### config.mk
export PLATFORM = sky130hd
export DESIGN_NAME = bf3m_front_flat
export DESIGN_NICKNAME = d
export VERILOG_FILES = /design/src/hw/rtl/bf3m_pkg.sv /design/src/hw/rtl/bf3m_if.sv /design/src/hw/rtl/bf3m_front.sv /design/src/flat_wrapper.sv
export SDC_FILE = /design/constraint.sdc
export NUM_CORES = 1
export LEC_CHECK = 0
export ABC_AREA = 1
export BUFFER_PORTS_ARGS = -buffer_cell sky130_fd_sc_hd__buf_4
export CAP_MARGIN = 25
export CORE_MARGIN = 5
export CORE_UTILIZATION = 50
export CTS_BUF_LIST = sky130_fd_sc_hd__clkbuf_4 sky130_fd_sc_hd__clkbuf_8
export CTS_CLUSTER_SIZE = 20
export DETAILED_ROUTE_END_ITERATION = 10
export GPL_TIMING_DRIVEN = 0
export PLACE_DENSITY = 0.73
export SLEW_MARGIN = 20
export SYNTH_ARGS = -nofsm -noshare
export SYNTH_HDL_FRONTEND = slang
export SYNTH_SLANG_ARGS = --single-unit
### constraint.sdc
create_clock -name clk -period 9.5 [get_ports clk]
set_input_delay 0.95 -clock clk [delete_from_list [all_inputs] [get_ports clk]]
set_output_delay 0.95 -clock clk [all_outputs]
set_load 0.1 [all_outputs]
### src/hw/rtl/bf3m_pkg.sv
`default_nettype none

package bf3m_pkg;

	// frame size limits
	localparam int MAX_WIDTH  = 1024;
	localparam int MAX_HEIGHT = 4096;
	localparam int MIN_SIZE   = 3;

	localparam int PIX_W = 8;
	localparam int COL_W = $clog2(MAX_WIDTH);
	localparam int ROW_W = $clog2(MAX_HEIGHT);
	// clamped width and the lag counter hold values up to MAX_WIDTH + 1
	localparam int WN_W  = $clog2(MAX_WIDTH + 2);
	localparam int HN_W  = $clog2(MAX_HEIGHT + 1);

	// configuration registers
	localparam int WIDTH_REG_W  = 11;
	localparam int HEIGHT_REG_W = 13;
	localparam int CFG_DATA_W   = 13;
	localparam int CFG_INDEX_W  = 1;
	localparam logic [CFG_INDEX_W-1:0] REG_IMAGE_WIDTH  = 1'b0;
	localparam logic [CFG_INDEX_W-1:0] REG_IMAGE_HEIGHT = 1'b1;
	localparam logic [WIDTH_REG_W-1:0]  WIDTH_RESET  = 11'd640;
	localparam logic [HEIGHT_REG_W-1:0] HEIGHT_RESET = 13'd480;

	// 3x3 window and its sum
	localparam int WIN_SIZE = 9;
	localparam int CENTER   = 4;
	localparam int SUM_W    = $clog2(WIN_SIZE * ((1 << PIX_W) - 1) + 1);

	// divide by 9 as multiply by ceil(2^15 / 9), exact for sums below 2^15
	localparam int DIV_MUL_W = 12;
	localparam logic [DIV_MUL_W-1:0] DIV_MUL = 12'd3641;
	localparam int DIV_SHIFT = 15;
	localparam int PROD_W    = SUM_W + DIV_MUL_W;

	// queue between front and back
	localparam int QUEUE_DEPTH = 4;
	localparam int QPTR_W      = $clog2(QUEUE_DEPTH);
	localparam int QCNT_W      = $clog2(QUEUE_DEPTH + 1);

	// one classified word on its way to the back end
	typedef struct packed {
		logic [COL_W-1:0] col;
		logic [PIX_W-1:0] sample;
		logic             has_res;
		logic             interior;
		logic             last;
	} item_t;

endpackage

`default_nettype wire

### src/hw/rtl/bf3m_if.sv
`default_nettype none

interface bf3m_raw_if;
	logic                        valid;
	logic                        ready;
	logic [bf3m_pkg::PIX_W-1:0]  pixel_in;
	logic                        flush;

	modport source (output valid, output pixel_in, output flush, input ready);
	modport sink (input valid, input pixel_in, input flush, output ready);
endinterface


`default_nettype wire

### src/hw/rtl/bf3m_front.sv
`default_nettype none

module bf3m_front (
	input  wire logic                            clk,
	input  wire logic                            arst_n,
	input  wire logic                            cfg_we,
	input  wire logic [bf3m_pkg::CFG_INDEX_W-1:0] cfg_index,
	input  wire logic [bf3m_pkg::CFG_DATA_W-1:0]  cfg_data,
	bf3m_raw_if.sink                             raw,
	input  wire logic                            queue_full,
	output logic                                 push,
	output bf3m_pkg::item_t                      item
);
	import bf3m_pkg::*;

	function automatic logic [WN_W-1:0] clamp_width(input logic [WIDTH_REG_W-1:0] v);
		logic [WN_W-1:0] r;
		if (int'(v) < MIN_SIZE) r = WN_W'(MIN_SIZE);
		else if (int'(v) > MAX_WIDTH) r = WN_W'(MAX_WIDTH);
		else r = WN_W'(v);
		return r;
	endfunction

	function automatic logic [HN_W-1:0] clamp_height(input logic [HEIGHT_REG_W-1:0] v);
		logic [HN_W-1:0] r;
		if (int'(v) < MIN_SIZE) r = HN_W'(MIN_SIZE);
		else if (int'(v) > MAX_HEIGHT) r = HN_W'(MAX_HEIGHT);
		else r = HN_W'(v);
		return r;
	endfunction

	logic [WIDTH_REG_W-1:0]  width_q;
	logic [HEIGHT_REG_W-1:0] height_q;
	logic [COL_W-1:0]        in_col_q;
	logic [COL_W-1:0]        out_col_q;
	logic [ROW_W-1:0]        out_row_q;
	logic [WN_W-1:0]         lag_q;

	logic [WN_W-1:0] w;
	logic [HN_W-1:0] h;
	logic [WN_W-1:0] in_col_inc;
	logic [WN_W-1:0] out_col_inc;
	logic [HN_W-1:0] out_row_inc;
	logic            has_res;
	logic            last_col;
	logic            last;
	logic            interior;

	assign raw.ready = !queue_full;
	assign push      = raw.valid && !queue_full;

	always_comb begin
		w           = clamp_width(width_q);
		h           = clamp_height(height_q);
		in_col_inc  = WN_W'(in_col_q) + WN_W'(1);
		out_col_inc = WN_W'(out_col_q) + WN_W'(1);
		out_row_inc = HN_W'(out_row_q) + HN_W'(1);
		// results start once the window has moved one row and one column past
		has_res     = lag_q >= (w + WN_W'(1));
		last_col    = out_col_inc >= w;
		last        = last_col && (out_row_inc >= h);
		interior    = (out_row_q != '0) && (out_row_inc < h) &&
		              (out_col_q != '0) && (out_col_inc < w);
	end

	always_comb begin
		item.col      = in_col_q;
		item.sample   = raw.flush ? '0 : raw.pixel_in;
		item.has_res  = has_res;
		item.interior = interior;
		item.last     = has_res && last;
	end

	always_ff @(posedge clk or negedge arst_n) begin
		if (!arst_n) begin
			width_q  <= WIDTH_RESET;
			height_q <= HEIGHT_RESET;
		end else if (cfg_we) begin
			unique case (cfg_index)
				REG_IMAGE_WIDTH:  width_q  <= cfg_data[WIDTH_REG_W-1:0];
				REG_IMAGE_HEIGHT: height_q <= cfg_data[HEIGHT_REG_W-1:0];
				default: ;
			endcase
		end
	end

	always_ff @(posedge clk or negedge arst_n) begin
		if (!arst_n) begin
			in_col_q  <= '0;
			out_col_q <= '0;
			out_row_q <= '0;
			lag_q     <= '0;
		end else if (push) begin
			// input column wraps at the width, and restarts when the frame ends
			in_col_q <= ((has_res && last) || (in_col_inc >= w)) ? '0 :
			            in_col_inc[COL_W-1:0];
			priority if (!has_res) begin
				lag_q <= lag_q + WN_W'(1);
			end else if (last) begin
				// frame done, everything starts over
				out_col_q <= '0;
				out_row_q <= '0;
				lag_q     <= '0;
			end else if (last_col) begin
				out_col_q <= '0;
				out_row_q <= out_row_q + ROW_W'(1);
			end else begin
				out_col_q <= out_col_inc[COL_W-1:0];
			end
		end
	end

endmodule

`default_nettype wire

### src/flat_wrapper.sv
// flat-port wrapper written by rule: the top's interface ports become plain ports
module bf3m_front_flat import bf3m_pkg::*;
  (clk, arst_n, cfg_we, cfg_index, cfg_data, queue_full, push, item, raw_valid, raw_pixel_in, raw_flush, raw_ready);
  bf3m_raw_if raw_i ();
  input  wire logic clk;
  input  wire logic arst_n;
  input  wire logic cfg_we;
  input  wire logic [bf3m_pkg::CFG_INDEX_W-1:0] cfg_index;
  input  wire logic [bf3m_pkg::CFG_DATA_W-1:0] cfg_data;
  input  wire logic queue_full;
  output logic push;
  output bf3m_pkg::item_t item;
  input wire logic [$bits(raw_i.valid)-1:0] raw_valid;
  input wire logic [$bits(raw_i.pixel_in)-1:0] raw_pixel_in;
  input wire logic [$bits(raw_i.flush)-1:0] raw_flush;
  output wire logic [$bits(raw_i.ready)-1:0] raw_ready;
  assign raw_i.valid = raw_valid;
  assign raw_i.pixel_in = raw_pixel_in;
  assign raw_i.flush = raw_flush;
  assign raw_ready = raw_i.ready;
  bf3m_front u_core (.clk(clk), .arst_n(arst_n), .cfg_we(cfg_we), .cfg_index(cfg_index), .cfg_data(cfg_data), .raw(raw_i), .queue_full(queue_full), .push(push), .item(item));
endmodule
==> results_tabular.tex <==
\begin{tabular}{lr}
\hline
Metric & Value \\
\hline
\multicolumn{2}{l}{\textbf{Run status}} \\
\quad Run status & finished clean \\
\multicolumn{2}{l}{\textbf{Worst setup path}} \\
\quad Library cell contributing the largest single delay on the critical path & dfrtp\_1 \\
\quad Critical Path AT & about 4.3 ns \\
\quad End of the worst register-to-register path & u\_core.out\_col\_q[4] \\
\quad Endpoint required time on the critical path & around 8.6 ns \\
\quad Crit start category & register \\
\quad Highest fanout seen on the critical path & 10 \\
\quad Crit end category & output port \\
\quad Reg-to-Reg Start & u\_core.width\_q[3] \\
\quad Highest cell delay on the worst timing path & approximately 0.44 ns \\
\quad Path depth of the worst reg2reg path & 25 \\
\quad Setup CP Type & reg2out \\
\quad Worst path cell trace & nor2\_1, nand2\_1, nor2\_1, nand2\_1, nand2\_1, inv\_1, o21ai\_0, ha\_1, nand3\_1, nor2\_1, nand2\_1, nor2\_1, nand3\_1, o21ai\_0, inv\_1, ha\_1, nand2\_1, nor2\_1, nand3\_1, nand4\_4, nand3\_1, buf\_4, inv\_1, buf\_4 \\
\quad R2R setup slack & approximately 5.5 ns \\
\multicolumn{2}{l}{\textbf{Power}} \\
\quad Reported leakage power & roughly 0.0032 uW \\
\quad Power per unit of standard cell area & about 200 mW/mm\^{}2 \\
\quad Peak ir drop on the vdd network & between 0.2 and 0.25 mV \\
\multicolumn{2}{l}{\textbf{Synthesis}} \\
\quad EDFF count, synth & 0 \\
\quad Yosys top cell area share & 0.290 \\
\quad Syn Std Cell Area & $\sim$0.0053 sq mm \\
\quad Post-Syn Area per Cell & $\sim$7.0 sq um \\
\quad Area contributors post-synth & dfrtp\_1 29\%, nand2\_1 16\%, ha\_1 12\% \\
\quad Synth Register Bits & 67 \\
\quad Synthesized netlist net count & about 830 \\
\quad Unique cell type count in the Yosys netlist & 40 \\
\quad Mapped Cells & 754 \\
\quad Leading register cell type out of synthesis & dfrtp\_1 \\
\quad Sequential share of the synthesized area & 0.319 \\
\quad Count of warnings emitted by yosys & 0 \\
\quad Async set or reset register ratio after synthesis & 1.00 \\
\quad Library cell occupying the most area in the post-synthesis netlist & dfrtp\_1 \\
\multicolumn{2}{l}{\textbf{Die}} \\
\quad Initial core utilization & 0.511 \\
\quad \# IOs & 51 \\
\quad Core area & a little over 0.01 sq mm \\
\quad Die Span Y & around 110 microns \\
\quad Floorplan die area & $\sim$0.013 sq mm \\
\quad Number of standard-cell rows in the floorplan & 37 \\
\quad Die width & around 110 microns \\
\multicolumn{2}{l}{\textbf{Cells and area}} \\
\quad Non-filler cells, final & about 960 \\
\quad Net total in the final layout & between 800 and 900 \\
\quad Most frequent standard cell in the layout excluding fill and tap cells & nand2\_1 \\
\quad Fraction of layout instances using a drive strength above 1 & 0.139 \\
\quad Top library cells by usage in the layout, fill and taps aside & 226 x nand2\_1, 104 x inv\_1, 76 x nor2\_1, 61 x dfrtp\_1, 53 x buf\_4 \\
\quad Number of diodes added for antenna fixing & 0 \\
\quad Area added between synthesis and finish & 14.0\% \\
\multicolumn{2}{l}{\textbf{Min path}} \\
\quad Hold path endpoint & u\_core.width\_q[9] \\
\quad Type of the worst min-delay path & reg2reg \\
\quad Hold Crit Start & u\_core.width\_q[9] \\
\quad Hold path depth & 2 \\
\multicolumn{2}{l}{\textbf{Route}} \\
\quad DRT Pass-1 Iters & 5 \\
\quad Total number of vias & between 4000 and 5000 \\
\quad Vias per cell & a little over 5 \\
\quad Number of DRC violations after detailed routing & 0 \\
\quad Detail Route Antenna Nets & 0 \\
\quad Wire per inst & between 10 and 15 microns \\
\quad Detailed Route WL & about 13 mm \\
\quad Drt initial violations & 348 \\
\multicolumn{2}{l}{\textbf{Job}} \\
\quad Max Cap Violations & 0 \\
\multicolumn{2}{l}{\textbf{CTS}} \\
\quad PostCTS Resize Cnt & 0 \\
\quad Clock-pin slew of the registers on the worst-case setup and hold paths & approximately 0.080 ns \\
\quad Post-CTS setup repair buffer count & 0 \\
\quad TritonCTS buffer count & 9 \\
\quad CTS Hold Bufs & 0 \\
\quad Number of levels the H-tree was split into & 3 \\
\quad Sinks on Clock Net & 67 \\
\quad Max Buffers Root-to-Sink & 2 \\
\quad Clock insertion delay at the later pin of the skew report & between 0.3 and 0.4 ns \\
\quad Clock Root Buffer & clkbuf\_8 \\
\quad TritonCTS clock tree & built \\
\multicolumn{2}{l}{\textbf{Global route}} \\
\quad First-pass GRT wire length & 21.7 mm \\
\quad Pin count of the biggest net entering global routing & 68 \\
\quad Number of antenna violations at the first check in global routing & 0 \\
\quad Total global routing track utilization & 0.207 \\
\quad Via count of the first global-routing pass & roughly 4700 \\
\quad Remaining global-route overflow & 0 \\
\multicolumn{2}{l}{\textbf{Timing}} \\
\quad Final-report hold violation count & 0 \\
\quad Total negative slack & 0 ns \\
\quad Final min period & $\sim$5.2 ns \\
\quad Final max-slew violation count & 0 \\
\quad Setup repair after global routing missed its margin & false \\
\quad Max Clock Freq & between 0.15 and 0.2 GHz \\
\quad Number of failing setup endpoints in the final timing report & 0 \\
\quad Transition time at the pin with the least slew margin & around 0.86 ns \\
\quad Hold WS & 0.505 ns \\
\quad Final cycle utilization of the critical path & 0.548 \\
\quad Final Skew & roughly 0.011 ns \\
\quad Max\_slew headroom & 0.427 \\
\multicolumn{2}{l}{\textbf{Placement}} \\
\quad Post-detail-place hpwl & between 9 and 10 mm \\
\quad Final weighted congestion in routability-driven placement & 0.900 \\
\quad Total instance count after detailed placement & $\sim$940 \\
\quad \# port buffers & 49 \\
\hline
\end{tabular}
logic make-up (layout without fill, tap and decap cells):
kind of cell,Yosys count,count (layout),share of synthesized area
muxes,1,1,0.00214
DFF,67,67,0.319
xor gates and xnor gates,25,25,0.0415
and+or+nand+nor,410,410,0.345
buffers and inverters,124,189,0.0957
adders and majority gates,51,51,0.121
AOI/OAI and AO/OA,76,76,0.0752
critical path: cells and delay by family (launching register included):
family	cells	cell delay (ns)
AO/OA/AOI/OAI	2	0.44
adder cells (fa/ha/maj)	2	0.55
buffers and inverters	5	0.72
flip-flops	1	0.44
AND/OR/NAND/NOR	15	1.72
worst max path at each step:
stage	start	slack, ns	endpoint	cells past startpoint
after global routing	u_core.width_q[5]	3.95	item[0]	24
after CTS	u_core.width_q[3]	4.32	item[0]	24
after global placement	u_core.width_q[5]	4.84	item[0]	24
final	u_core.width_q[3]	4.29	item[0]	24
after floorplan	u_core.width_q[5]	5.06	item[0]	23
after detailed placement	u_core.width_q[3]	4.75	item[0]	24
layer usage:
layer  share of wire  GRT usage  vias to the layer above
met4           0.020     0.0641                        0
li1                -          -                     2510
met1            0.45      0.263                     2196
met2            0.48      0.352                      136
met3           0.052     0.0458                       21
met5               0          0                        -
power breakdown:
group	internal [uW]	leakage, uW	switching (uW)
Combinational	196	0.00229	378
Sequential	336	0.000858	68.0
Clock	124	0.0000923	121
Total	657	0.00324	567
stage by stage:
| step | total power (uW) | util | worst slack (ns) | area (sq um) |
|---|---|---|---|---|
| 3_3_place_gp | 963 | 0.563 | 4.84 | 5810 |
| 4_1_cts | 1230 | 0.582 | 4.32 | 6010 |
| 6_report | 1220 | 0.582 | 4.29 | 6010 |
| 5_1_grt | 1330 | 0.582 | 3.95 | 6010 |
| 3_5_place_dp | 984 | 0.563 | 4.75 | 5810 |
| 2_1_floorplan | 845 | - | 5.06 | 5270 |
Yosys cell counts, types with 8 or more instances:
cell type,instances
nand3_1,43
nand2_1,226
xor2_1,20
o21ai_1,11
nor2_1,76
nand4_1,11
dfrtp_1,61
nand2_2,16
o21ai_0,41
inv_1,104
ha_1,51
nor3_1,12
clkbuf_1,8
a21oi_1,18
sequential cells by signal, indices dropped and copies added, names as in the netlist:
name	cells
u_core.out_col_q	10
u_core.out_row_q	12
u_core.height_q	13
u_core.width_q	11
u_core.lag_q	11
u_core.in_col_q	10
final cells by class:
class                      count  area, sq um
tap                          136          170
buffer                        18          106
sequential                    67         1680
multi-input combinational    563         3080
inverter                     106          398
fill                         954         4320
clock buffer                  10          131
clock inverter                 6         66.3
timing repair buffer          49          368
(Power assumes the default switching activity.)
