[config.mk]
export PLATFORM = sky130hd
export DESIGN_NAME = bf3m_queue
export DESIGN_NICKNAME = d
export VERILOG_FILES = /design/src/hw/rtl/bf3m_pkg.sv /design/src/hw/rtl/bf3m_queue.sv
export SDC_FILE = /design/constraint.sdc
export NUM_CORES = 1
export LEC_CHECK = 0
export BUFFER_PORTS_ARGS = -buffer_cell sky130_fd_sc_hd__buf_2
export CAP_MARGIN = 5
export CORE_MARGIN = 3
export CORE_UTILIZATION = 35
export CTS_CLUSTER_DIAMETER = 30
export DETAILED_ROUTE_END_ITERATION = 7
export GPL_TIMING_DRIVEN = 0
export HOLD_SLACK_MARGIN = 0.06
export REMOVE_ABC_BUFFERS = 1
export SYNTH_ARGS = -nofsm -noshare
export SYNTH_HDL_FRONTEND = slang
export SYNTH_SLANG_ARGS = --single-unit
[constraint.sdc]
create_clock -name clk -period 2.9 [get_ports clk]
set_clock_uncertainty 0.05 [all_clocks]
set_input_delay 0.145 -clock clk [delete_from_list [all_inputs] [get_ports clk]]
set_output_delay 0.145 -clock clk [all_outputs]
set_load 0.03 [all_outputs]
[src/hw/rtl/bf3m_pkg.sv]
`default_nettype none

package bf3m_pkg;

	// frame size limits
	localparam int MAX_WIDTH  = 1024;
	localparam int MAX_HEIGHT = 4096;
	localparam int MIN_SIZE   = 3;

	localparam int PIX_W = 8;
	localparam int COL_W = $clog2(MAX_WIDTH);
	localparam int ROW_W = $clog2(MAX_HEIGHT);
	// clamped width and the lag counter hold values up to MAX_WIDTH + 1
	localparam int WN_W  = $clog2(MAX_WIDTH + 2);
	localparam int HN_W  = $clog2(MAX_HEIGHT + 1);

	// configuration registers
	localparam int WIDTH_REG_W  = 11;
	localparam int HEIGHT_REG_W = 13;
	localparam int CFG_DATA_W   = 13;
	localparam int CFG_INDEX_W  = 1;
	localparam logic [CFG_INDEX_W-1:0] REG_IMAGE_WIDTH  = 1'b0;
	localparam logic [CFG_INDEX_W-1:0] REG_IMAGE_HEIGHT = 1'b1;
	localparam logic [WIDTH_REG_W-1:0]  WIDTH_RESET  = 11'd640;
	localparam logic [HEIGHT_REG_W-1:0] HEIGHT_RESET = 13'd480;

	// 3x3 window and its sum
	localparam int WIN_SIZE = 9;
	localparam int CENTER   = 4;
	localparam int SUM_W    = $clog2(WIN_SIZE * ((1 << PIX_W) - 1) + 1);

	// divide by 9 as multiply by ceil(2^15 / 9), exact for sums below 2^15
	localparam int DIV_MUL_W = 12;
	localparam logic [DIV_MUL_W-1:0] DIV_MUL = 12'd3641;
	localparam int DIV_SHIFT = 15;
	localparam int PROD_W    = SUM_W + DIV_MUL_W;

	// queue between front and back
	localparam int QUEUE_DEPTH = 4;
	localparam int QPTR_W      = $clog2(QUEUE_DEPTH);
	localparam int QCNT_W      = $clog2(QUEUE_DEPTH + 1);

	// one classified word on its way to the back end
	typedef struct packed {
		logic [COL_W-1:0] col;
		logic [PIX_W-1:0] sample;
		logic             has_res;
		logic             interior;
		logic             last;
	} item_t;

endpackage

`default_nettype wire

[src/hw/rtl/bf3m_queue.sv]
`default_nettype none

module bf3m_queue (
	input  wire logic            clk,
	input  wire logic            arst_n,
	input  wire logic            push,
	input  wire bf3m_pkg::item_t push_item,
	input  wire logic            pop,
	output bf3m_pkg::item_t      head_item,
	output logic                 full,
	output logic                 avail
);
	import bf3m_pkg::*;

	item_t               entries_q [QUEUE_DEPTH];
	logic [QPTR_W-1:0]   wr_ptr_q;
	logic [QPTR_W-1:0]   rd_ptr_q;
	logic [QCNT_W-1:0]   count_q;
	logic                do_push;
	logic                do_pop;

	assign full      = count_q == QCNT_W'(QUEUE_DEPTH);
	assign avail     = count_q != '0;
	assign do_push   = push && !full;
	assign do_pop    = pop && avail;
	assign head_item = entries_q[rd_ptr_q];

	always_ff @(posedge clk) begin
		if (do_push) entries_q[wr_ptr_q] <= push_item;
	end

	always_ff @(posedge clk or negedge arst_n) begin
		if (!arst_n) begin
			wr_ptr_q <= '0;
			rd_ptr_q <= '0;
			count_q  <= '0;
		end else begin
			if (do_push) begin
				wr_ptr_q <= (wr_ptr_q == QPTR_W'(QUEUE_DEPTH - 1)) ? '0 : wr_ptr_q + QPTR_W'(1);
			end
			if (do_pop) begin
				rd_ptr_q <= (rd_ptr_q == QPTR_W'(QUEUE_DEPTH - 1)) ? '0 : rd_ptr_q + QPTR_W'(1);
			end
			if (do_push && !do_pop) count_q <= count_q + QCNT_W'(1);
			else if (do_pop && !do_push) count_q <= count_q - QCNT_W'(1);
		end
	end

endmodule

`default_nettype wire

==> results of run 1 <==
==> worst paths after layout <==
path                             startpoint           end  slack (ps)  cells past startpoint
worst min register to register   count_q[2]    count_q[2]         450                      1
max in group asynchronous            arst_n   rd_ptr_q[0]        2510                      2
worst max register to register   count_q[0]    count_q[2]         750                      8
min in group clk                        pop   rd_ptr_q[0]         120                      3
worst min-delay path                 arst_n    count_q[2]         110                      2
worst max-delay path            rd_ptr_q[1]  head_item[8]         640                      2
==> cell type report <==
cell class,count,area share
clock inverter,7,0.0100
tap,129,0.0380
timing repair buffer,69,0.107
multi-input combinational,47,0.178
clock buffer,9,0.0291
inverter,3,0.00265
sequential,91,0.635
==> kinds of logic after synthesis <==
group,synth area share
flops,0.766
mux,0.155
buf+inv,0.0188
simple gates,0.0259
fa+ha+maj,0.0270
xor+xnor,0.00746
==> worst max-delay path, delay by kind of cell, from the launching register on <==
| kind | cells | cell delay [ps] |
|---|---|---|
| muxes | 1 | 440 |
| buffers and inverters | 1 | 200 |
| DFF | 1 | 1060 |
==> stage by stage <==
step | hold WS (ps) | utilization | setup WS [ps]
after floorplan | -201 | - | 787
final | 110 | 0.447 | 640
after global routing | 97.5 | 0.447 | 473
after global placement | -53.3 | 0.406 | 456
after detailed placement | -50.5 | 0.407 | 754
after CTS | 99.6 | 0.447 | 565
==> flip-flops by register name, summed over array words and instances, names as in the netlist <==
signal and count:
wr_ptr_q 2, rd_ptr_q 2, entries_q 84, count_q 3
==> power by group through the flow <==
stage / logic [W] / clock network (W) / registers [W]
after floorplan: 0.00111 / 0 / 0.00195
after global placement: 0.00146 / 0 / 0.00203
after detailed placement: 0.00146 / 0 / 0.00205
after CTS: 0.00149 / 0.000761 / 0.00202
after global routing: 0.00156 / 0.000806 / 0.00206
final: 0.00146 / 0.000728 / 0.00200
==> per-layer routing <==
metal | up-vias | part of all wire | wire (um)
met3 | 5 | 0.053 | 306
li1 | 744 | - | -
met2 | 41 | 0.49 | 2830
met5 | - | 0 | 0
met1 | 823 | 0.45 | 2610
met4 | 0 | 0.0091 | 53
==> cell usage after synthesis (2+ instances only) <==
cell / number
sky130_fd_sc_hd__edfxtp_1: 84
sky130_fd_sc_hd__mux4_2: 21
sky130_fd_sc_hd__dfrtp_1: 7
sky130_fd_sc_hd__ha_1: 6
sky130_fd_sc_hd__and2_2: 4
sky130_fd_sc_hd__buf_6: 4
sky130_fd_sc_hd__mux2_4: 4
sky130_fd_sc_hd__inv_1: 3
sky130_fd_sc_hd__nor2_1: 3
sky130_fd_sc_hd__buf_2: 2
sky130_fd_sc_hd__xor2_1: 2
==> repair_timing <==
| action | 4_1_cts | 5_1_grt |
|---|---|---|
| endpoints found under the hold margin | 91 | 0 |
| setup endpoints to repair | 0 | 0 |
| hold buffers | 22 | 0 |
==> results list, run 1 <==
- Status: complete, no violations
- Row generation in the floorplan step produced 35 rows.
* Critical-path top delay cell: sky130_fd_sc_hd__dfrtp_1
- Worst Path Max Fanout: 23
- Relative contribution of sequential cells to total power: 0.478
- Port Buffers: 47
- Compared with the post-synthesis result, the final layout area differs by 20.7%.
* Clock network power share: 0.174
- M3 GR Usage: 0.0425
- The initial antenna violation count is 0.
* Total number of clock tree sinks: 91
- The setup path with the least slack is of type register to primary output.
- Via-to-Cell Ratio: 4.54
- FF+latch count, synth: 91
- The count of nets left with antenna violations once routing finished came out at 0.
- Commonest non-fill, non-tap cells in the layout: sky130_fd_sc_hd__edfxtp_1, sky130_fd_sc_hd__buf_2, sky130_fd_sc_hd__dlygate4sd3_1
- The initial utilization of the core area, before any placement, comes to 0.371.
* Count of flip-flops with a built-in enable after synthesis: 84
- Final Instance Count excl. Fillers: 355
* Combinational power share: 0.348
* Measured slew at the worst slew-check pin: 1090 ps
* First-pass GRT wire length: 9.53 mm
* Pre-Repair DR Iteration Count: 4
* Number of buffers inserted during clock tree synthesis: 9
- Dominant cells by area after synthesis: sky130_fd_sc_hd__edfxtp_1, sky130_fd_sc_hd__mux4_2, sky130_fd_sc_hd__dfrtp_1
* Die boundary width: 106 um
* Full die area: 0.0113 mm^2
- The later pin in the worst-skew pair is clocked with a latency of 340 ps.
* Post-synth top flop: sky130_fd_sc_hd__edfxtp_1
- Total count of hold-check failures in the final report: 0
* Area used by sequential logic in the layout: 0.00270 mm^2
* Count of fill cells added during filler insertion: 829
- Detailed placement finished with a half-perimeter wire length of 3.42 mm.
- In the global route stage, overall resource usage came out at 0.113.
- Leading area contributor after synthesis: sky130_fd_sc_hd__edfxtp_1
- Total grt overflow: 0
* Combined area of the multi-input logic cells: 757 um^2
* Met1 Use GR: 0.145
- The clock passes through at most 2 buffers.
- In the finished design, the share of the clock period the worst path needs comes to 0.779.
- Max-Cap Viols: 0
- Final setup fails: 0
* Peak supply drop: 0.419 mV
* Number of buffers added for setup after CTS: 0
- RSZ-0062 raised after global routing: no
- Counting tap cells, the placed design contains a total of 317 instances.
* Met2 Usage GRT: 0.181
- Critical Path Source Type: register
- Summed over all layers, the routed wires come to 5.80 mm.
- In this run the mean area of a mapped cell was 24.0 um^2.
- Data required time at the worst endpoint: 2710 ps
* Pin count of the biggest net entering global routing: 25
- The global routing stage identified its most utilized layer as met2.
- The smallest clock period supported by the final layout is computed as 2260 ps.
- Static timing analysis puts the maximum clock frequency at 443 MHz.
- After detailed routing, the average wire length per cell comes to 16.3 um.
- Measured against its own limit, the worst slew margin works out to 0.272.
* Most common cell after layout, fill and taps aside: sky130_fd_sc_hd__edfxtp_1
* Leakage: 1.50 nW
- Vias: 1613
- After clock tree synthesis, the clock-pin slew on the worst setup and hold paths is 80 ps.
- Total inserted antenna cells: 0
- Total power for the finished layout comes to 0.00418 W.
- The via count of the first global-routing pass came to 1793.
- In this run the standard cell core region covers 0.00950 mm^2.
- Number of primary I/O pins: 48
- Switching share of power: 0.356
- The synthesized netlist contains 18 unique library cells.
* Nets: 253
* Yosys warns: 0
* Post-route cell area: 0.00425 mm^2
- Category of the worst setup path capture point: primary output
- Post-synthesis sequential area ratio: 0.766
- In the routed design, unresolved DRC markers number 0.
* Internal: 0.00269 W
* Portion of synthesized cell area occupied by the leading cell type: 0.716
- Cell area reported after detailed placement: 0.00386 mm^2
- CTS tree: done
- Final-report max-slew violation count: 0
- Number of DRC violations after detailed-routing iteration 0: 52
- The H-tree was split into 3 levels.
* Data arrival time at the worst-slack endpoint: 2060 ps
- Net switching power figure: 0.00149 W
- Post-Synthesis Cells: 147
* Chip Height: 106 um
* Critical-path cell list: mux4_2 > buf_2
* Proportion of layout cells with a drive suffix above 1: 0.420
* Worst min-delay path class: input port to asynchronous set/reset pin
- In this run the cell area of the synthesized design comes to 0.00352 mm^2.
* Sum of negative setup slack: 0 ps
* Post-synthesis async set-or-reset flop share: 0.0769
- Root Buffer Master: sky130_fd_sc_hd__clkbuf_8
- RD Place Congestion: 0.653
- The largest single stage delay on the critical path is 1060 ps.
- Gates resized during post-CTS repair numbered 0.
- Power density over the cells: 984 mW/mm^2
(Power assumes the default switching activity.)
==> inputs of run 2 (changes only) <==
==> constraint.sdc (replaced) <==
create_clock -name clk -period 2 [get_ports clk]
set_clock_uncertainty 0.05 [all_clocks]
set_input_delay 0.1 -clock clk [delete_from_list [all_inputs] [get_ports clk]]
set_output_delay 0.1 -clock clk [all_outputs]
set_load 0.03 [all_outputs]
==> run 2 against run 1 <==
  * Count of clock-buffer cells in the layout did not move
  * Utilization rose by 1.5 points
  * Design area rose by 3.4%
  * Sequential share of layout area fell by 1.9 points
  * Combinational power rose by 69%
  * Sequential power rose by 38%
  * Critical path depth rose by 5
  * Flip-flop and latch count did not move
  * Worst setup slack got worse by 600 ps
==> results list, run 2 (same netlist as run 1, synthesis figures left out) <==
- The number of iterations in the first detailed-routing pass was 4 (unchanged).
* Nets: 267 (+5.5%)
- The average wire per standard cell was 16.3 um (about the same).
- The setup TNS was 0 ps (unchanged).
- Critical setup path kind: register to register
- The total vias in the final route was 1673 (+3.7%).
- The tightest slew margin relative to the limit was 0.595 (+0.323).
- The count of input and output buffers is 47 (unchanged).
- Number of H-tree levels: 3 (unchanged)
- Number of primary I/O pins: 48 (unchanged)
* CTS tree: done
* RSZ-0062 raised after global routing: yes
- Most common cell after layout, fill and taps aside: sky130_fd_sc_hd__edfxtp_1
* Peak supply drop: 0.589 mV (+40%)
- Pin count of the biggest net entering global routing: 24 (-4.0%)
* Total count of hold-check failures in the final report: 0 (unchanged)
- DRC: 0 (unchanged)
* Share of the core filled with cells in the final layout: 0.462 (+0.0151)
- met2 is the most crowded layer.
* Relative contribution of sequential cells to total power: 0.440 (-0.038)
- Largest reg by FF count: entries_q
- The combinational fraction of design power came to 0.392 (+0.044).
* Min Tclk post-route: 1960 ps
- Power density over the cells: 1430 mW/mm^2 (+46%)
- Grouping stages by cell kind, the critical path spends the most delay in adder cells.
- The library cells used most frequently in the layout, excluding fill and tap cells, are sky130_fd_sc_hd__edfxtp_1, sky130_fd_sc_hd__buf_2, sky130_fd_sc_hd__dlygate4sd3_1.
- The placeable core area came to 0.00950 mm^2 (unchanged).
- Via-to-Cell Ratio: 4.53 (-0.22%)
- Effective utilization at floorplan: 0.371 (unchanged)
- Proportion of layout cells with a drive suffix above 1: 0.471 (+0.0505)
- Number of placement rows: 35 (unchanged)
- The vertical die dimension came to 106 um (unchanged).
* Largest regs: entries_q: 84 flops, count_q: 3 flops
- The required time reported for the critical path endpoint was 2190 ps (-520 ps).
- Period Utilization, post-route: 0.979
- The placed wire-length estimate after detailed placement was 3.42 mm (unchanged).
- The sink count of the clock tree is 91 (unchanged).
- The met1 usage came to 0.150 (+0.00447).
- The first-pass GRT wire length is 9.80 mm (+2.8%).
- The clock share of power is 0.168 (-0.006).
* RD Place Congestion: 0.653 (unchanged)
- Max reg flops: 84 (unchanged)
- Final-report max-slew violation count: 0 (unchanged)
* Critical-path top delay cell: sky130_fd_sc_hd__dfrtp_2
- Clock latency on the worst-skew pair: 350 ps (about the same)
* Buffering stage count on the worst path with inverters included: 2 (+1)
- Highest achievable clock rate: 511 MHz
* Antenna violations before repair: 0 (unchanged)
- The met3 usage came to 0.0437 (+0.00121).
- The maximum root-to-sink buffer count came to 2 (unchanged).
- Count of nets left with antenna violations after detail routing: 0 (unchanged)
- The clock-pin slew of the registers on the worst-case setup and hold paths is 80 ps (about the same).
- Measured slew at the worst slew-check pin: 607 ps (-484 ps)
- Final setup fails: 0 (unchanged)
- The met2 track utilization from global routing was 0.185 (+0.00452).
- Total inserted antenna cells: 0 (unchanged)
- The violation count after the first detailed-route iteration was 63 (+21%).
- The data arrival time at the worst-slack endpoint is 2150 ps (+90 ps).
* Critical Path Source Type: register
- The aggregate global-route resource usage came to 0.116 (+0.00302).
* Internal: 0.00407 W (+51%)
- Switching share of power: 0.353 (-0.00327)
- Via count of the first global-routing pass: 1836 (+2.4%)
* Worst Path Max Fanout: 5 (-78%)
- The path class of the tightest hold or removal check is input port to register.
- Root Buffer Master: sky130_fd_sc_hd__clkbuf_8
* Slowest Stage Delay on Critical Path: 430 ps (-630 ps)
* Category of the worst setup path capture point: register
- Leakage: 1.57 nW (+4.7%)
- Status: complete, no violations
- Full die area: 0.0113 mm^2 (unchanged)
- The final wirelength came to 6.03 mm (+4.0%).
* Critical-path cell list: buf_4 > nor3b_4 > nor2b_4 > ha_4 > inv_2 > fa_2 > mux2_2
- The number of buffers added by the clock tree synthesis step came to 9 (unchanged).
* Relative area change from synthesis to final layout: 24.8%
- Total grt overflow: 0 (unchanged)
- The die width was 106 um (unchanged).
- Max-Cap Viols: 0 (unchanged)
- The filler cell count came to 817 (-1.4%).
- The setup slack on the worst flop-to-flop path is 40 ps (-710 ps).
- Net switching power figure: 0.00222 W (+49%)
==> run 2: changes by cell type in the layout (fill, tap and decap cells not counted), moves of 2 or more <==
cell,previous run,this run
sky130_fd_sc_hd__dfrtp_2,1,3
sky130_fd_sc_hd__buf_4,0,11
sky130_fd_sc_hd__dfrtp_1,6,3
sky130_fd_sc_hd__dlygate4sd3_1,22,24
==> run 2: per-layer routing <==
layer,up-vias,share of wire
li1,774,-
met1,853,0.45
met2,40,0.48
met3,6,0.054
met4,0,0.0093
met5,-,0
==> run 2: what timing repair did <==
action                                  4_1_cts  5_1_grt
setup buffers                                 8        4
hold buffers                                 24        0
endpoints found under the setup margin       23        2
endpoints found under the hold margin        91        0
gates resized for setup                       8        1
pin swaps                                     4        2
==> run 2: worst paths after layout <==
check,from,end,cells past startpoint
worst max-delay path,count_q[1],count_q[1],7
worst min-delay path,pop,count_q[0],4
worst max register to register,count_q[1],count_q[1],7
worst min register to register,count_q[2],count_q[2],1
max in group asynchronous,arst_n,rd_ptr_q[0],4
min in group asynchronous,arst_n,wr_ptr_q[0],3
==> run 2: final cells by class <==
type / instances / area, um^2 / area share
Clock buffer: 9 / 124 / 0.0282
Timing Repair Buffer: 83 / 573 / 0.130
Inverter: 3 / 11.3 / 0.00256
Sequential cell: 91 / 2710 / 0.616
Clock inverter: 7 / 42.5 / 0.00968
Tap cell: 129 / 161 / 0.0367
Multi-Input combinational cell: 47 / 777 / 0.177
==> run 2: per-stage QoR <==
stage          setup slack, ps  std cells  cell area [um^2]  power, W  hold slack [ps]
4_1_cts                   3.91        365              4360   0.00637             99.6
3_5_place_dp              -146        317              3860   0.00508            -95.5
2_1_floorplan             -113        141              3470   0.00445             -246
6_report                  41.5        369              4390   0.00630              119
3_3_place_gp              -399        317              3860   0.00506            -98.3
5_1_grt                  -34.1        369              4390   0.00666             99.9
==> run 2: power by group through the flow <==
stage	Sequential [W]	Clock, W	Combinational [W]
after global placement	0.00295	0	0.00211
after floorplan	0.00283	0	0.00162
final	0.00277	0.00106	0.00247
after detailed placement	0.00297	0	0.00212
after CTS	0.00278	0.00110	0.00248
after global routing	0.00283	0.00117	0.00266
==> run 2: tightest hold or removal path: stages <==
cell and delay [ps]:
sky130_fd_sc_hd__buf_2 120, sky130_fd_sc_hd__nand2_4 70, sky130_fd_sc_hd__ha_4 140, sky130_fd_sc_hd__xnor2_1 60
==> inputs of run 3 (changes only) <==
--- a/config.mk
+++ b/config.mk
@@ -10,6 +10,7 @@
 export CORE_MARGIN = 3
 export CORE_UTILIZATION = 35
 export CTS_CLUSTER_DIAMETER = 30
+export CTS_CLUSTER_SIZE = 16
 export DETAILED_ROUTE_END_ITERATION = 7
 export GPL_TIMING_DRIVEN = 0
 export HOLD_SLACK_MARGIN = 0.06
==> constraint.sdc (replaced) <==
create_clock -name clk -period 2 [get_ports clk]
set_clock_uncertainty 0.05 [all_clocks]
set_input_delay 0 -clock clk [delete_from_list [all_inputs] [get_ports clk]]
set_output_delay 0 -clock clk [all_outputs]
set_load 0.03 [all_outputs]
==> run 3 against run 2 <==
  * Power grew 1.1%
  * Non-clock buffer count grew 1
  * First-iteration DRC count down 25%
  * Die area unchanged
  * Clock power about the same
  * Flip-flop and latch count unchanged
  * Worst hold slack gained 230 ps
  * Critical path type unchanged
==> results list, run 3 (same netlist as run 1, synthesis figures left out) <==
* Largest reg by FF count: entries_q
* Min Tclk post-route: 1960 ps (-0.419 ps)
- The average wire per standard cell is 16.5 um (+1.0%).
- Period Utilization, post-route: 0.979 (about the same)
- Relative contribution of sequential cells to total power: 0.437 (-0.003)
- The critical-path maximum fanout is 5 (unchanged).
- Pwr Total: 0.00637 W (+1.1%)
* Final Instance Count excl. Fillers: 370 (+0.27%)
- The power per cell area is 1440 mW/mm^2 (+0.35%).
- Max reg flops: 84 (unchanged)
- Full die area: 0.0113 mm^2 (unchanged)
- Most common cell after layout, fill and taps aside: sky130_fd_sc_hd__edfxtp_1
* First-pass GRT wire length: 9.72 mm (-0.85%)
* CTS tree: done
- Total number of clock tree sinks: 91 (unchanged)
- The clock latency on the worst-skew pair was 350 ps (about the same).
- Worst max-slew margin expressed relative to the limit: 0.599 (+0.00398)
- Worst Hold Slack: 352 ps (+233 ps)
- Category of the worst setup path capture point: register
- DRC: 0 (unchanged)
- The switching power as a share of total power came to 0.352 (-0.00124).
* Number of placement rows: 35 (unchanged)
* RD Place Congestion: 0.653 (unchanged)
- CTS placed an instance of sky130_fd_sc_hd__clkbuf_8 at the clock tree root.
* Number of buffers inserted during clock tree synthesis: 9 (unchanged)
* WL final: 6.11 mm (+1.3%)
- Count of nets left with antenna violations after detail routing: 0 (unchanged)
* Tot GR Track Use: 0.114 (-0.00118)
- Via-to-Cell Ratio: 4.51 (-0.45%)
- Nets: 268 (+0.37%)
- Effective utilization at floorplan: 0.371 (unchanged)
- Count of fill cells added during filler insertion: 813 (-0.49%)
* Status: complete, no violations
- The placeable core area came to 0.00950 mm^2 (unchanged).
- The clock-pin slew of the registers on the worst-case setup and hold paths is 80 ps (about the same).
- Number of primary I/O pins: 48 (unchanged)
- Critical Path Source Type: register
* Number of H-tree levels: 3 (unchanged)
* Final setup fails: 0 (unchanged)
- The worst setup path is of the register to register kind.
- Peak supply drop: 0.600 mV (+1.8%)
- The number of iterations in the first detailed-routing pass came to 4 (unchanged).
- The required time reported for the critical path endpoint was 2190 ps (about the same).
- Final-report max-slew violation count: 0 (unchanged)
- Placed wire-length estimate: 3.42 mm (unchanged)
- Worst min-delay path class: input port to register
* Data arrival time at the worst-slack endpoint: 2150 ps (about the same)
- The placement-stage cell area came to 0.00386 mm^2 (unchanged).
* Total count of hold-check failures in the final report: 0 (unchanged)
* Proportion of layout cells with a drive suffix above 1: 0.469 (-0.00195)
- The count of input and output buffers came to 47 (unchanged).
- The largest net degree at the start of global routing came to 25 (+4.2%).
- The initial antenna violation count is 0 (unchanged).
- The via count of the first global-routing pass was 1831 (-0.27%).
- Commonest non-fill, non-tap cells in the layout: sky130_fd_sc_hd__edfxtp_1, sky130_fd_sc_hd__buf_2, sky130_fd_sc_hd__dlygate4sd3_1
- Chip Height: 106 um (unchanged)
- The die width came to 106 um (unchanged).
- The violation count after the first detailed-route iteration came to 47 (-25%).
- The total vias in the final route came to 1670 (-0.18%).
- RSZ-0062 raised after global routing: yes
- The area growth from synthesis to layout is 25.8%.
- Measured slew at the worst slew-check pin: 601 ps (-5.97 ps)
* Clock network power share: 0.166 (-0.002)
- Combinational power share: 0.397 (+0.005)
- Highest achievable clock rate: 511 MHz (about the same)
- Total grt overflow: 0 (unchanged)
- The design internal power came to 0.00413 W (+1.3%).
- The leakage power was 1.58 nW (+0.87%).
- The count of antenna diodes in the layout came to 0 (unchanged).
- The number of max-capacitance violations reported came to 0 (unchanged).
- Net switching power figure: 0.00224 W (+0.79%)
- The maximum root-to-sink buffer count was 2 (unchanged).
* DP Cell Count: 317 (unchanged)
* Largest regs: entries_q: 84 flops, count_q: 3 flops
- Post-route cell area: 0.00443 mm^2 (+0.80%)
run 3: final cells by class:
type	instances	area [um^2]	share of cell area
clock buffer	9	124	0.0280
clock inverter	7	42.5	0.00960
inverter	3	11.3	0.00254
multi-input combinational	47	777	0.175
sequential	91	2710	0.611
tap	129	161	0.0364
timing repair buffer	84	608	0.137
run 3: critical path, cell delays in order (launching register included):
cell                      delay (ps)
sky130_fd_sc_hd__dfrtp_2         430
sky130_fd_sc_hd__buf_4           140
sky130_fd_sc_hd__nor3b_4         250
sky130_fd_sc_hd__nor2b_4          90
sky130_fd_sc_hd__ha_4            170
sky130_fd_sc_hd__inv_2            50
sky130_fd_sc_hd__fa_2            410
sky130_fd_sc_hd__mux2_2          260
run 3: metrics by stage:
step,TNS (ps),utilization,worst slack [ps]
6_report,0,0.466,41.9
5_1_grt,-50.7,0.466,-34.1
4_1_cts,0,0.456,3.91
3_5_place_dp,-232,0.407,-146
3_3_place_gp,-6520,0.406,-299
2_1_floorplan,-225,-,-113
run 3: what timing repair did:
| item | CTS | global route |
|---|---|---|
| hold endpoints to repair | 94 | 0 |
| pin swaps | 4 | 2 |
| hold buffers | 25 | 0 |
| endpoints found under the setup margin | 23 | 23 |
| buffers inserted | 4 | 8 |
| resized for setup | 8 | 1 |
run 3: path summary, 6_finish.rpt:
path | startpoint | end | slack, ps | depth (start not counted)
min in group asynchronous | arst_n | count_q[2] | 590 | 3
max reg2reg | count_q[1] | count_q[1] | 40 | 7
max | count_q[1] | count_q[1] | 40 | 7
max in group asynchronous | arst_n | rd_ptr_q[0] | 1010 | 3
min reg2reg | count_q[2] | count_q[2] | 450 | 1
min | push_item[20] | entries_q[0][20] | 350 | 2
run 3: power by group through the flow:
stage / Combinational (W) / Sequential (W) / Clock, W
after global placement: 0.00211 / 0.00295 / 0
final: 0.00253 / 0.00278 / 0.00106
after global routing: 0.00272 / 0.00284 / 0.00117
after detailed placement: 0.00212 / 0.00297 / 0
after floorplan: 0.00162 / 0.00283 / 0
after CTS: 0.00225 / 0.00292 / 0.00110
run 3: metal layers:
| layer | global-route usage | up-vias | part of all wire |
|---|---|---|---|
| li1 | - | 774 | - |
| met1 | 0.148 | 850 | 0.46 |
| met2 | 0.184 | 41 | 0.49 |
| met3 | 0.0425 | 5 | 0.050 |
| met4 | 0.0278 | 0 | 0.0087 |
| met5 | 0 | - | 0 |
